==> config.mk <==
export PLATFORM = sky130hd
export DESIGN_NAME = stkh_ctrl
export DESIGN_NICKNAME = d
export VERILOG_FILES = /design/src/sv/stkh_pkg.sv /design/src/sv/stkh_ctrl.sv
export SDC_FILE = /design/constraint.sdc
export NUM_CORES = 1
export LEC_CHECK = 0
export BUFFER_PORTS_ARGS = -buffer_cell sky130_fd_sc_hd__buf_2
export CORE_MARGIN = 5
export CORE_UTILIZATION = 30
export DETAILED_ROUTE_END_ITERATION = 10
export HOLD_SLACK_MARGIN = 0.15
export SLEW_MARGIN = 0
export SYNTH_ARGS = -nofsm -noshare
export SYNTH_HDL_FRONTEND = slang
export SYNTH_SLANG_ARGS = --single-unit
==> constraint.sdc <==
create_clock -name clk -period 3.7 [get_ports clk]
set_input_delay 0.74 -clock clk [delete_from_list [all_inputs] [get_ports clk]]
set_output_delay 0.74 -clock clk [all_outputs]
set_load 0.02 [all_outputs]
==> src/sv/stkh_pkg.sv <==
// ---------------------------------------------------------------------------
// Streaming top-k heap package
// Shared types for the controller and the datapath.
// ---------------------------------------------------------------------------
package stkh_pkg;

    typedef enum logic [2:0] {
        REG_KEEP_COUNT    = 3'd0,
        REG_MIN_ORDER     = 3'd1,
        REG_NULLS_ENABLED = 3'd2,
        REG_NULL_LEAD     = 3'd3,
        REG_NULL_VALUE    = 3'd4
    } cfg_index_t;

    localparam int CFG_INDEX_BITS = 3;
    localparam int CFG_DATA_BITS  = 64;
    localparam int KEEP_BITS      = 7;
    localparam int BIN_BITS       = 6;

    // Input word: one signed key.
    typedef struct packed {
        logic [63:0] key;
    } in_word_t;

    // Result word: verdict and the bin that holds the key.
    typedef struct packed {
        logic                accepted;
        logic [BIN_BITS-1:0] bin;
    } out_word_t;

    // Datapath operations issued by the controller.
    typedef enum logic [3:0] {
        OP_NONE,
        OP_LOAD,
        OP_INSERT,
        OP_RD_TOP,
        OP_CMP_TOP,
        OP_RD_UP,
        OP_UP_CMP,
        OP_RD_DOWN,
        OP_DOWN_CMP,
        OP_PLACE,
        OP_EMIT
    } op_t;

    typedef struct packed {
        op_t op;
    } cmd_t;

    typedef struct packed {
        logic fill;      // heap not yet at k entries
        logic up_done;   // sift up stops at the current position
        logic down_done; // sift down stops at the current position
        logic reject;    // key ranks before the top key
    } status_t;

endpackage

==> src/sv/stkh_ctrl.sv <==
// ---------------------------------------------------------------------------
// Streaming top-k heap controller
// Sequences insert, reject test and sift steps of one word at a time.
// ---------------------------------------------------------------------------
module stkh_ctrl
    import stkh_pkg::*;
(
    input  logic    clk,
    input  logic    rst_n,
    input  logic    in_valid,
    output logic    in_ready,
    output logic    out_valid,
    input  logic    out_ready,
    input  status_t status,
    output cmd_t    cmd
);

    typedef enum logic [3:0] {
        S_IDLE, S_DECIDE, S_RD_TOP, S_CMP_TOP, S_RD_UP, S_UP_CMP,
        S_RD_DOWN, S_DOWN_CMP, S_PLACE, S_OUT
    } state_t;

    state_t state_reg;
    logic   out_valid_reg;
    logic   emit;

    // The finished result moves to the output register once it is free.
    assign emit = (state_reg == S_OUT) && (!out_valid_reg || out_ready);

    always_ff @(posedge clk or negedge rst_n)
    begin
        if (!rst_n)
        begin
            state_reg     <= S_IDLE;
            out_valid_reg <= 1'b0;
        end
        else
        begin
            unique case (state_reg)
                S_IDLE:
                begin
                    if (in_valid)
                        state_reg <= S_DECIDE;
                end
                S_DECIDE:    state_reg <= status.fill ? S_RD_UP : S_RD_TOP;
                S_RD_TOP:    state_reg <= S_CMP_TOP;
                S_CMP_TOP:   state_reg <= status.reject ? S_OUT : S_RD_DOWN;
                S_RD_UP:     state_reg <= S_UP_CMP;
                S_UP_CMP:    state_reg <= status.up_done ? S_PLACE : S_RD_UP;
                S_RD_DOWN:   state_reg <= S_DOWN_CMP;
                S_DOWN_CMP:  state_reg <= status.down_done ? S_PLACE : S_RD_DOWN;
                S_PLACE:     state_reg <= S_OUT;
                S_OUT:
                begin
                    if (emit)
                        state_reg <= S_IDLE;
                end
                default:     state_reg <= S_IDLE;
            endcase

            if (emit)
                out_valid_reg <= 1'b1;
            else if (out_ready)
                out_valid_reg <= 1'b0;
        end
    end

    assign in_ready  = (state_reg == S_IDLE);
    assign out_valid = out_valid_reg;

    always_comb
    begin
        cmd.op = OP_NONE;
        unique case (state_reg)
            S_IDLE:      cmd.op = in_valid ? OP_LOAD : OP_NONE;
            S_DECIDE:    cmd.op = status.fill ? OP_INSERT : OP_NONE;
            S_RD_TOP:    cmd.op = OP_RD_TOP;
            S_CMP_TOP:   cmd.op = OP_CMP_TOP;
            S_RD_UP:     cmd.op = OP_RD_UP;
            S_UP_CMP:    cmd.op = OP_UP_CMP;
            S_RD_DOWN:   cmd.op = OP_RD_DOWN;
            S_DOWN_CMP:  cmd.op = OP_DOWN_CMP;
            S_PLACE:     cmd.op = OP_PLACE;
            S_OUT:       cmd.op = emit ? OP_EMIT : OP_NONE;
            default:     cmd.op = OP_NONE;
        endcase
    end

    a_no_accept_busy: assert property (@(posedge clk) disable iff (!rst_n)
        (state_reg != S_IDLE) |-> !in_ready)
        else $error("input taken while busy");
    a_out_after_finish: assert property (@(posedge clk) disable iff (!rst_n)
        (state_reg == S_OUT) |=> out_valid)
        else $error("result not presented");
    a_hold_result: assert property (@(posedge clk) disable iff (!rst_n)
        (out_valid && !out_ready) |=> out_valid)
        else $error("result dropped while stalled");

endmodule

# Word-level counts from Yosys, hierarchy flattened
# Cells that the tools add are included.
# word_totals
reg_bits	5
input_bits	8
out_inout_bits	6
word_cells	32
# op_classes
n_eq_ne	11
n_mux	13
reduce_logical	6
# ops
operator	n
$pmux 4 s10	2
$mux 4	6
$eq 4x3->1 const B	4
$eq 4x2->1 const B	2
$eq 4x4->1 const B	2
$eq 4x1->1 const B	1
$logic_not 4->1	1
$ne 2x2->1 const B	2
$mux 1	3
$mux 3	1
$mux 2	1
$reduce_and 2->1	1
$reduce_bool 2->1	1
$logic_and 1x1->1	1
$logic_not 1->1	1
$logic_or 1x1->1	1

# Longest topological paths before layout
# depth
word_depth	5
ltp_mapped	4
depth_no_buf	3

# Least setup slack after synthesis
# OpenSTA, ideal clock, no wires.
# synth_path
path_kind	reg2out
startpoint	register state_reg[2]
endpoint	output port in_ready
t_arrival_ps	1304
required_time_ps	2960
slack_ps	1656
path_stages_with_launch	3
n_path_buf	1
cell_sequence	dfrtp_1 > buf_2 > nor4_1
# synth_via
elab_chain_len	1
# synth_rtl
item	line	rtl
from (decl)	stkh_ctrl.sv:23	state_t state_reg;
from (signal assigned)	stkh_ctrl.sv:45	S_DECIDE: state_reg <= status.fill ? S_RD_UP : S_RD_TOP;
from (signal assigned)	stkh_ctrl.sv:47	S_CMP_TOP: state_reg <= status.reject ? S_OUT : S_RD_DOWN;
from (signal assigned)	stkh_ctrl.sv:49	S_UP_CMP: state_reg <= status.up_done ? S_PLACE : S_RD_UP;
$logic_not 4->1	stkh_ctrl.sv:68	assign in_ready = (state_reg == S_IDLE);
to (decl)	stkh_ctrl.sv:11	output logic in_ready,
# Every way passes these cells.

==> reports/results.ini <==
[hold_path]
min_path_type = in -> async

[finish]
synthToLayoutAreaGrowth_pct = 21.5
final-seq-area_um2 = 125
antenna_cells = 0
drive_gt1_share_pct = 27.4
nNetsFinal = 71
largest_reg_flops = 4
multi_input_area_um2 = 231
n_fill_cell = 154
design_area_um2 = 474

[grt]
first_global_vias = 354
grtUsageTotal_pct = 9.15
grt_max_degree = 17
overflow = 0
antenna_found_initial = 0
grt_pass1_wl_mm = 1.38

[synth]
synth-main-ff-cell = dfrtp_1
synth.area.top_cells = dfrtp_1, a21oi_1, nand2b_1
netlist_area_um2 = 390
synth_edf_count = 0
yosysUniqueCellTypes = 27
yosysTopAreaCell = dfrtp_1
synthTopCellsByCount = a21oi_1, dfrtp_1
yosys_warnings = 0
syn_nets = 57
synth-seq-cells = 5
netlist.area_leader.share_pct = 32.1
synth.avg_cell_area_um2 = 7.97
ys_async_sr_fraction_pct = 100
yosysSeqAreaShare_pct = 32.1
synth_most_common_cell = a21oi_1
synthCells = 49

[cts]
cts.repair.resized = 0
cts_buffer_depth = 2
clock_sinks = 5
h-tree-depth = 1
postCtsSetupRepairBufs = 0
cts_tree = done
root_buffer = clkbuf_4
clk_pin_slew_ps = 50
numCtsBuffers = 3
clk_latency_ps = 240
cts_hold_buf = 0

[die]
die-area_um2 = 2120
coreArea_um2 = 1270
die_w_um = 46.1
std_cell_rows = 13
die_h_um = 46.1
ioPinCount = 14
initial_core_util_pct = 30.8

[pwr]
p_int_uw = 211
power_uw = 407
p_leak_nw = 0.230
switching_share_pct = 48.2
ir_drop_v = 0.000389
pwr-share-clk_pct = 15.5
pwr-share-comb_pct = 51.0
p_sw_uw = 196
power.density_nw_per_um2 = 858
sequentialPowerShare_pct = 33.5

[worst_setup_path]
rr_startpoint = state_reg[2]
crit_fanout = 16
endpoint = cmd[3]
slowest_stage = dfrtp_1
worst_setup_path_start_kind = flop
ff2ff_setup_slack_ps = 2310
required_ps = 2960
worstRegToRegCells = 3
critPathKind = reg -> out
cp.arrival_ps = 1660
end_kind = primary output
cp_cell_sequence = or3b_1 -> o22ai_1 -> buf_2
cp_slowest_stage_delay_ps = 530
reg2reg_to = state_reg[3]
cp-startpoint = state_reg[2]

[sta]
slew_viol_final = 0
finalSetupTns_ps = 0
rsz0062_at_grt = no
finalHoldViolCount = 0
period_needed_ps = 2400
fmax_mhz = 417
skew_ps = 5.73
worst_pin_slew_ps = 432
max_slew_margin_pct = 71.2
finalCritPeriodShare_pct = 64.8
setup_viol = 0
worst_slack_ps = 1300

[detailed_routing]
via_per_inst = 5.04
vias = 388
detail_route.wl_per_cell_um = 11.3
finalWirelength_um = 867
initialDrtViolationCount = 4
drc = 0
firstDrtPassIters = 3
ant_nets = 0

[placed_design]
placed_cell_area_um2 = 448
hpwl_um = 662
gp_congestion = 0.724
dp_slack_ps = 1440
io_buffers = 13

[job]
cap_violations = 0

[outcome]
status = completed

==> layer usage <==
layer | global-route usage [%] | vias to the layer above | share of wire [%]
met5 | 0 | - | 0
met4 | 3.41 | 0 | 0
met3 | 4.69 | 0 | 5.2
met2 | 16.2 | 6 | 52
met1 | 8.92 | 182 | 42
li1 | - | 200 | -
==> power by group through the flow <==
| stage | Sequential, mW | Clock, mW | Combinational [mW] |
|---|---|---|---|
| 2_1_floorplan | 0.0966 | 0 | 0.201 |
| 3_3_place_gp | 0.138 | 0 | 0.209 |
| 3_5_place_dp | 0.137 | 0 | 0.211 |
| 4_1_cts | 0.136 | 0.0659 | 0.212 |
| 5_1_grt | 0.144 | 0.0708 | 0.231 |
| 6_report | 0.137 | 0.0630 | 0.207 |
==> placed cells by master, fill, tap and decap left out, drive strengths merged, types with 2 or more instances in the layout <==
cell / netlist / final
dfrtp: 5 / 5
inv: 2 / 2
nor2b: 2 / 2
nand2b: 3 / 3
clkbuf: 0 / 4
a21oi: 6 / 6
o22ai: 2 / 2
nor2: 3 / 3
or2: 2 / 2
nor4: 2 / 2
buf: 4 / 13
nand2: 3 / 3
nor3: 2 / 2
==> critical path, delay by kind of cell (launching register included) <==
kind	cells	cell delay [ps]
and+or+nand+nor	1	500
AOI/OAI and AO/OA	1	200
buffers and inverters	1	190
DFF	1	530
==> kinds of logic (layout without fill, tap and decap cells) <==
family | after synthesis | after routing | share of synthesized area, %
AOI/OAI and AO/OA | 15 | 15 | 24.4
DFF | 5 | 5 | 32.1
buffers and inverters | 6 | 19 | 8.65
and+or+nand+nor | 21 | 21 | 30.1
xor gates and xnor gates | 1 | 1 | 2.24
muxes | 1 | 1 | 2.56
==> cell type report <==
class | instances | area share, %
clock buffers | 4 | 5.54
multi-input cells | 38 | 48.8
repair buffers | 13 | 13.7
well taps | 15 | 3.96
inverters | 2 | 1.58
flip-flops and latches | 5 | 26.4
==> per-stage QoR <==
step / hold slack [ps] / std cells / util, %
6_report: 300 / 77 / 37.4
5_1_grt: 294 / 77 / 37.4
4_1_cts: 297 / 77 / 37.4
3_5_place_dp: 559 / 73 / 35.3
3_3_place_gp: 557 / 73 / 35.3
2_1_floorplan: 444 / 49 / -
==> worst min-delay path by stage <==
stage                         to  cells past startpoint   from  slack, ps
global placement    state_reg[2]                      1  rst_n        560
finish              state_reg[1]                      1  rst_n        300
global route        state_reg[2]                      1  rst_n        290
floorplan              out_valid                      0  rst_n        440
detailed placement  state_reg[2]                      1  rst_n        560
CTS                 state_reg[2]                      1  rst_n        300
Note: power is estimated with default switching activity, not from simulation.
